## config.mk

```make
export PLATFORM = sky130hd
export DESIGN_NAME = cht_ram
export DESIGN_NICKNAME = d
export VERILOG_FILES = /design/src/hw/rtl/cht_ram.sv
export SDC_FILE = /design/constraint.sdc
export NUM_CORES = 1
export LEC_CHECK = 0
export ABC_AREA = 1
export BUFFER_PORTS_ARGS = -buffer_cell sky130_fd_sc_hd__buf_4
export CORE_MARGIN = 5
export CORE_UTILIZATION = 61
export DETAILED_ROUTE_END_ITERATION = 10
export GPL_ROUTABILITY_DRIVEN = 0
export GPL_TIMING_DRIVEN = 0
export HOLD_SLACK_MARGIN = 0.02
export PLACE_DENSITY = 0.79
export SLEW_MARGIN = 20
export SYNTH_ARGS = -nofsm -noshare
export SYNTH_HDL_FRONTEND = slang
export SYNTH_SLANG_ARGS = --single-unit
```

## constraint.sdc

```tcl
create_clock -name clk_i -period 1.3 [get_ports clk_i]
set_clock_uncertainty 0.15 [all_clocks]
set_input_delay 0.065 -clock clk_i [delete_from_list [all_inputs] [get_ports clk_i]]
set_output_delay 0.065 -clock clk_i [all_outputs]
set_load 0.01 [all_outputs]
```

## src/hw/rtl/cht_ram.sv

```systemverilog
module cht_ram #(
  parameter int unsigned Width = 8,
  parameter int unsigned Depth = 16
) (
  input  logic                     clk_i,
  input  logic                     we_i,
  input  logic [$clog2(Depth)-1:0] waddr_i,
  input  logic [Width-1:0]         wdata_i,
  input  logic                     re_i,
  input  logic [$clog2(Depth)-1:0] raddr_i,
  output logic [Width-1:0]         rdata_o
);

  logic [Width-1:0] mem_q [Depth];
  logic [Width-1:0] rdata_q;

  always_ff @(posedge clk_i) begin
    if (we_i) begin
      mem_q[waddr_i] <= wdata_i;
    end
    if (re_i) begin
      rdata_q <= mem_q[raddr_i];
    end
  end

  assign rdata_o = rdata_q;

endmodule

```

==> results of run 1 <==
[final timing paths]
path	cells past startpoint	to	from
worst max-delay path	6	rdata_o[5]$_DFFE_PP_	mem_q[6][5]$_DFFE_PP_
worst min-delay path	3	mem_q[11][7]$_DFFE_PP_	waddr_i[1]
worst max register to register	6	rdata_o[5]$_DFFE_PP_	mem_q[6][5]$_DFFE_PP_
worst min register to register	6	rdata_o[6]$_DFFE_PP_	mem_q[0][6]$_DFFE_PP_
[cell families after synthesis]
logic type / count (synthesis) / share of synthesized area
AND/OR/NAND/NOR: 289 / 0.208
flip-flops: 136 / 0.698
buffers and inverters: 126 / 0.0939
[sequential cells by signal, summed over array words and instances (netlist names)]
signal,cells
mem_q,128
rdata_o,8
[layer usage]
metal	routed length (um)	vias to the layer above	track usage
met5	0	-	0
li1	-	1893	-
met3	1830	41	0.0690
met4	372	0	0.0848
met2	6980	318	0.414
met1	5340	1940	0.355
[power groups by stage]
stage | logic (W) | clock network, W | registers (W)
floorplan | 0.000346 | 0 | 0.00506
global placement | 0.000624 | 0 | 0.00505
detailed placement | 0.000648 | 0 | 0.00506
CTS | 0.000690 | 0.00514 | 0.00497
global route | 0.000825 | 0.00536 | 0.00497
finish | 0.000770 | 0.00515 | 0.00497
[critical path: stages, from the launching register on]
cell      delay, ns
edfxtp_1       0.37
inv_1          0.07
nand2_1        0.05
nand3_1        0.14
nand3_1        0.15
nand3_1        0.12
nand2_1        0.09
[per-stage QoR]
stage	cell area (um2)	setup slack, ns	TNS [ns]
2_1_floorplan	5850	0.134	0
3_3_place_gp	6180	-0.351	-31.79
3_5_place_dp	6180	-0.408	-36.37
4_1_cts	6960	0.00541	0
5_1_grt	7140	-0.116	-0.218
6_report	7140	-0.0866	-0.112
[cell usage after synthesis]
master    number
buf_1          1
buf_2         13
buf_4          4
buf_6          6
edfxtp_1     136
inv_1        100
inv_2          2
nand2_1      173
nand3_1       97
nand3b_1       2
nor2_1        17
[timing repair]
action / 4_1_cts / 5_1_grt
endpoints found under the setup margin: 1 / 8
gates resized for setup: 1 / 46
pin swaps: 0 / 14
gates cloned: 0 / 0
buffers inserted: 0 / 0
hold endpoints to repair: 184 / 8
[area by class of cell]
type                            count  area [um2]  area share
Buffer                             23         163      0.0228
Clock buffer                       17         414      0.0580
Clock inverter                     15         226      0.0317
Inverter                          102         383      0.0536
Multi-Input combinational cell    289        1400       0.197
Sequential cell                   136        4080       0.572
Tap cell                          129         161      0.0226
Timing Repair Buffer               36         305      0.0428
==> results.md, run 1 <==
- Commonest cells after routing, fill and taps aside: nand2_1, edfxtp_1, inv_1
- Total CTS buffers: 17
- Routed Antenna Nets: 0
- Area Overhead vs Synth: 22.1%
- Global-route usage over all layers: 0.261
- Synth Register Bits: ~140
- Largest net degree at the start of global routing: 17
- Worst skew pair latency: 0.53 ns
- Syn. warnings: 0
- Via density: between 5 and 6
- Yosys cell types: 11
- Starting Density: 0.630
- Layout cells sized above 1: 0.204
- Synth top area share: 0.698
- Post-Synthesis Cells: 551
- Total power draw: 0.0109 W
- Die Wd: 108 um
- # DRC: 0
- Final min period: 1.39 ns
- Post-DR wirelength/cell: approximately 20 um
- Synth area leaders: edfxtp_1, nand2_1, nand3_1, inv_1, buf_6
- CTS tree: yes
- Leak pwr: 3.07 nW
- Clk pwr share: 0.473
- Post-synthesis cell area: 5850 um2
- RSZ-0062 raised after global routing: yes
- Sw Pwr: 0.00238 W
- CTS Sinks: 136
- Syn_nets: 570
- Finished Layout Cells: around 750
- Flop-to-flop setup slack: -0.09 ns
- TritonRoute pass-1 iters: 5
- Final period util: 1.07
- Chip height: about 110 um
- Clk slew on worst S/H paths: roughly 0.06 ns
- CTS H-tree depth: 4
- CP required: 1.42 ns
- Standard-cell rows: 35
- Worst Tran Pin Value: approximately 0.99 ns
- Number of instances in the placed design: 703
- Initial antenna violation count: 0
- Worst endpoint data arrival time: ~1.5 ns
- Power per cell area: 1520 nW/um2
- Commonest non-fill, non-tap cell in the layout: nand2_1
- Seq/Total Area, Yosys: 0.698
- Switching share of power: 0.218
- Number of nets in the layout: 624
- Final WS setup: -0.0866 ns
- DR iter-0 viols: 706
- Total congestion overflow: 0
- Final slew viol count: 0
- Core footprint: 9280 um2
- Avg Cell Area, Syn: 10.6 um2
- Vias: 4192
- First-pass GRT wire length: approximately 22000 um
- I/O pins: 27
- Startpoint types: register
- Hpwl dp: 8760 um
- Setup violations, final: 2
- Routed wire length: 14500 um
- Max_slew headroom: 0.340
- Flop pwr share: 0.456
- Die area: about 12000 um2
- Final hold violations: 0
- Failing checks: negative setup slack
- Vias in the first global route: approximately 4000
- Root buffer cell: clkbuf_8
- Hold crit path type: in2reg
- Setup crit end kind: register
- Layout filler cell count: ~540
- Hold_ws: 0.00209 ns
- Worst VDD drop: 1.14 mV
- Internal cell power: 0.00851 W
- Clock Path Buffers: 2
- Port-buffer cells: 23
- Finished Core Util: 0.769
- Largest area contributor in the netlist: edfxtp_1
- Crit-path max FO: 1
- Antenna fix cells: 0
- CTS hold repair buffers: 13
- Status: finished, violations left
- Max cap viols: 0
- Fmax achieved: 721 MHz
- Crit Path Class: reg2reg
- Combinational share of power: 0.071
No activity file was read; power rests on OpenSTA's default activity.
==> run 2: changes to the inputs <==
- CORE_UTILIZATION: 61 -> 63
- CTS_BUF_LIST: default -> sky130_fd_sc_hd__clkbuf_4 sky130_fd_sc_hd__clkbuf_8
- PLACE_DENSITY: 0.79 -> 0.81
==> results.md, run 2 (synthesis results as in run 1) <==
- Area Overhead vs Synth: 18.0%
- Port-buffer cells: 23
- Internal cell power: 0.00709 W
- CP top delay family: simple AND/OR/NAND/NOR gates
- Starting Density: 0.639
- Global-route usage over all layers: 0.257
- Worst path cell trace: nand2_1, nand2_1, nand2_1, nand3_1, nand3_1, nand2_2
- First-pass GRT wire length: 21400 um
- CTS H-tree depth: 4
- Max cap viols: 0
- Final slew viol count: 0
- Number of nets in the layout: 624
- CTS Sinks: approximately 140
- Hold crit path type: in2reg
- Startpoint types: register
- RSZ-0062 raised after global routing: yes
- Final hold violations: 0
- Total CTS buffers: 17
- Via density: roughly 5.9
- Clock Path Buffers: 2
- Combinational share of power: 0.083
- Standard-cell rows: 35
- Setup crit end kind: register
- Leak pwr: ~3.0 nW
- Flop pwr share: 0.530
- Crit-path slowest cell: edfxtp_1
- Setup violations, final: 3
- Root buffer cell: clkbuf_8
- Switching share of power: 0.242
- Final WS setup: -0.0593 ns
- Setup TNS: -0.0928 ns
- Layout cells sized above 1: 0.207
- Post-CTS Setup Bufs: 0
- Worst VDD drop: roughly 0.8 mV
- Post-DR wirelength/cell: 19.7 um
- Fmax achieved: 736 MHz
- Die area: approximately 11000 um2
- Worst Tran Pin Value: 0.947 ns
- Vias: 4273
- Commonest cells after routing, fill and taps aside: nand2_1, edfxtp_1, inv_1
- Number of instances in the placed design: 685
- Hold_ws: 0.0643 ns
- CTS tree: yes
- Chip height: 106 um
- Total congestion overflow: 0
- Worst endpoint data arrival time: roughly 1.4 ns
- Largest net degree at the start of global routing: 17
- Finished Layout Cells: 729
- I/O pins: 27
- Top cell by count, worst path: nand2_1
- Final min period: 1.36 ns
- Power per cell area: 1360 nW/um2
- Most flops, register: mem_q
- Worst skew pair latency: 0.44 ns
- DR iter-0 viols: 552
- Hpwl dp: a little under 9000 um
- Crit-path max FO: 1
- TritonRoute pass-1 iters: 5
- Total power draw: 0.00935 W
- Routed wire length: 14400 um
- Failing checks: negative setup slack
- Buf/Inv on CP: 0
- Vias in the first global route: 4052
- CP required: around 1.3 ns
- Clk pwr share: 0.387
- Antenna fix cells: 0
- Initial antenna violation count: 0
- Die Wd: 106 um
- Commonest non-fill, non-tap cell in the layout: nand2_1
- Max_slew headroom: 0.366
- Core footprint: between 9000 and 10000 um2
- Finished Core Util: 0.754
- Status: finished, violations left
- Largest register FFs: 128
- Clk slew on worst S/H paths: 0.08 ns
- CP peak stage delay: around 0.38 ns
- # DRC: 0
- Crit Path Class: reg2reg
- Routed Antenna Nets: 0
- Final period util: 1.05
- Sw Pwr: approximately 0.0023 W
-- run 2: cell types whose count changed in the layout (fill, tap and decap cells not counted), moves of 2 or more --
cell,change
clkbuf_16,-16
nor2_1,-2
clkbuf_8,+16
nand3_2,+5
clkinv_4,-3
bufinv_16,-2
clkinvlp_4,+2
nand2_2,-4
nor2_2,+2
nand2_1,+4
nand3_1,-5
inv_6,+2
-- run 2: metrics by stage --
stage	cell area, um2	setup WS (ns)
after CTS	6680	0.00213
final	6900	-0.0593
after detailed placement	6160	-0.432
after floorplan	5850	0.134
after global routing	6900	-0.0742
after global placement	6160	-0.316
-- run 2: final timing paths --
| kind | startpoint | slack (ns) | end | cells after the start |
|---|---|---|---|---|
| worst max-delay path | mem_q[7][2]$_DFFE_PP_ | -0.06 | rdata_o[2]$_DFFE_PP_ | 6 |
| worst min-delay path | waddr_i[0] | 0.06 | mem_q[5][4]$_DFFE_PP_ | 3 |
| worst min register to register | mem_q[3][7]$_DFFE_PP_ | 0.66 | rdata_o[7]$_DFFE_PP_ | 6 |
| worst max register to register | mem_q[7][2]$_DFFE_PP_ | -0.06 | rdata_o[2]$_DFFE_PP_ | 6 |
-- run 2: worst register-to-register path, stage by stage, from the launching register on --
cell and delay (ns):
edfxtp_1 0.38, nand2_1 0.09, nand2_1 0.08, nand2_1 0.10, nand3_1 0.13, nand3_1 0.12, nand2_2 0.07
-- run 2: area by class of cell --
type,instances,area (um2)
Clock inverter,15,176
Sequential cell,136,4080
Fill cell,518,2250
Multi-Input combinational cell,289,1420
Tap cell,111,139
Clock buffer,17,234
Buffer,24,166
Timing Repair Buffer,35,293
Inverter,102,383
-- run 2: power groups by stage --
| stage | Sequential, W | Clock, W | Combinational, W |
|---|---|---|---|
| floorplan | 0.00506 | 0 | 0.000346 |
| global placement | 0.00505 | 0 | 0.000621 |
| detailed placement | 0.00506 | 0 | 0.000641 |
| CTS | 0.00496 | 0.00358 | 0.000679 |
| global route | 0.00496 | 0.00382 | 0.000822 |
| finish | 0.00496 | 0.00362 | 0.000773 |
-- run 2: per-layer routing --
metal,track usage,routed length [um]
met5,0,0
met1,0.352,5430
met3,0.0607,1690
met4,0.0934,488
met2,0.405,6790
-- run 2: repair_timing --
| item | CTS | global route |
|---|---|---|
| resized for setup | 3 | 46 |
| pin swaps | 1 | 19 |
| hold endpoints to repair | 138 | 3 |
| hold buffers | 10 | 2 |
| endpoints found under the setup margin | 3 | 16 |
==> run 3: changes to the inputs <==
- ABC_AREA: 1 -> default
- PLACE_DENSITY: 0.81 -> 0.82
==> results.md, run 3 <==
- RSZ-0062 raised after global routing: yes
- Crit-path slowest cell: mux4_2
- Routed Antenna Nets: 0
- # DRC: 0
- Layout filler cell count: 420
- Yosys cell types: 18
- Post-Synthesis Cells: 229
- Fmax achieved: 634 MHz
- Hpwl dp: 6320 um
- Worst skew pair latency: 0.43 ns
- Synth Register Bits: 136
- Synth top area share: 0.781
- Max cap viols: 0
- Hold_ws: -0.0901 ns
- Max_slew headroom: 0.480
- TritonRoute pass-1 iters: 5
- Final min period: 1.58 ns
- Post-synth top cells: edfxtp_1, mux4_2, a22oi_1
- Port-buffer cells: 25
- Power per cell area: 1430 nW/um2
- Core footprint: between 8000 and 9000 um2
- Most flops, register: mem_q
- Synth area leaders: edfxtp_1, mux4_2, mux4_1, a22oi_1, nor2_1
- Layout cells sized above 1: 0.388
- Share of flip-flops with an asynchronous set or reset: 0
- Final WS setup: -0.277 ns
- CTS hold repair buffers: 9
- Total CTS buffers: 17
- Hold crit path type: in2reg
- Largest area contributor in the netlist: edfxtp_1
- Worst VDD drop: 0.880 mV
- Vias: 2468
- Finished Layout Cells: 399
- Chip height: between 100 and 150 um
- Critical Path Start: mem_q[7][5]$_DFFE_PP_
- CTS Sinks: about 140
- Clock Path Buffers: 2
- Largest net degree at the start of global routing: 17
- Final period util: 1.21
- CTS tree: yes
- Clk slew on worst S/H paths: 0.07 ns
- CP required: around 1.3 ns
- Failing checks: negative hold slack, negative setup slack
- Total congestion overflow: 0
- Seq/Total Area, Yosys: 0.781
- Routed wire length: 9600 um
- Crit-path max FO: 1
- Leak pwr: 1.97 nW
- Crit Path Class: reg2reg
- Number of instances in the placed design: about 360
- Post-synth EDFFs: about 140
- Area Overhead vs Synth: 16.2%
- Setup crit end kind: register
- CTS H-tree depth: 4
- First-pass GRT wire length: 15100 um
- Total power draw: 0.00868 W
- DR iter-0 viols: roughly 230
- Final slew viol count: 0
- Die area: 10200 um2
- Status: finished, violations left
- Commonest non-fill, non-tap cell in the layout: edfxtp_1
- Post-DR wirelength/cell: 24.1 um
- Initial antenna violation count: 0
- Vias in the first global route: about 2600
- Standard-cell rows: 33
- Most common cell in the synthesized netlist: edfxtp_1
- Antenna fix cells: 0
- Startpoint types: register
- Multi-input gate area: 1090 um2
- Worst Tran Pin Value: 0.778 ns
- Number of nets in the layout: 301
- Reg area: 4080 um2
- Syn. warnings: 0
- Setup violations, final: 8
- Worst endpoint data arrival time: 1.60 ns
- Die Wd: 101 um
- HP Start: waddr_i[1]
- Avg Cell Area, Syn: 22.8 um2
- Ys flop type: edfxtp_1
- Via density: 6.19
- Starting Density: 0.643
- Largest register FFs: 128
- Syn_nets: approximately 250
- CP peak stage delay: 0.52 ns
- Reg-to-reg startpoint: mem_q[7][5]$_DFFE_PP_
- Worst path cell trace: mux4_2, a22oi_2, nand2_1
- Root buffer cell: clkbuf_8
- Setup TNS: -2.03 ns
- Global-route usage over all layers: 0.214
- Final hold violations: 32
- Post-synthesis cell area: 5230 um2
- I/O pins: 27
- Commonest cells after routing, fill and taps aside: edfxtp_1, mux4_2, buf_4
==> run 3: cell types whose count changed in the layout (fill, tap and decap cells not counted), sizes merged, moves of 7 or more <==
cell and change:
nand2 -164, inv -105, mux4 +32, buf -15
a22oi +16, nand3 -96, clkinv +7
==> run 3: path summary, 6_finish.rpt <==
check | endpoint | slack, ns | depth (start not counted)
worst max-delay path | rdata_o[5]$_DFFE_PP_ | -0.28 | 3
worst max register to register | rdata_o[5]$_DFFE_PP_ | -0.28 | 3
worst min-delay path | mem_q[0][0]$_DFFE_PP_ | -0.09 | 2
worst min register to register | rdata_o[0]$_DFFE_PP_ | 0.61 | 3
==> run 3: cells by family after synthesis <==
family	count (synthesis)	share of synthesized area
flops	136	0.781
simple gates	35	0.0314
mux	32	0.148
compound gates	16	0.0230
buf+inv	10	0.0165
==> run 3: worst max-delay path: cells and delay by family, from the launching register on <==
family | cells | cell delay, ns
and+or+nand+nor | 1 | 0.08
DFF | 1 | 0.37
muxes | 1 | 0.52
AOI/OAI and AO/OA | 1 | 0.20
==> run 3: routing by layer <==
metal / track usage / up-vias / part of all wire / wire (um)
met5: 0 / - / 0 / 0
met4: 0.0879 / 0 / 0.017 / 165
met3: 0.0657 / 13 / 0.091 / 876
met2: 0.326 / 111 / 0.51 / 4900
met1: 0.292 / 1275 / 0.38 / 3660
li1: - / 1069 / - / -
==> run 3: report_power, final <==
part | leakage, nW | internal [W] | switching (W) | total, W
combinational | 0.543 | 0.000263 | 0.000299 | 0.000562
sequential | 1.24 | 0.00494 | 0.0000246 | 0.00496
clock | 0.190 | 0.00167 | 0.00149 | 0.00316
==> run 3: repair_timing <==
item / 4_1_cts / 5_1_grt
buffers inserted: 0 / 0
endpoints found under the setup margin: 8 / 8
gates resized for setup: 7 / 3
endpoints found under the hold margin: 168 / 32
pin swaps: 1 / 4
==> run 3: through the flow <==
stage                util  cell area [um2]  setup WS [ns]
detailed placement  0.684             5560         -0.374
global route        0.747             6070         -0.322
global placement    0.684             5560         -0.349
CTS                 0.745             6060         -0.293
floorplan               -             5250         -0.117
finish              0.747             6070         -0.277
==> run 3: final cells by class <==
class,count,share of cell area
Multi-Input combinational cell,83,0.180
Sequential cell,136,0.672
Clock buffer,17,0.0385
Buffer,10,0.0198
Tap cell,105,0.0216
Clock inverter,14,0.0222
Timing Repair Buffer,34,0.0457
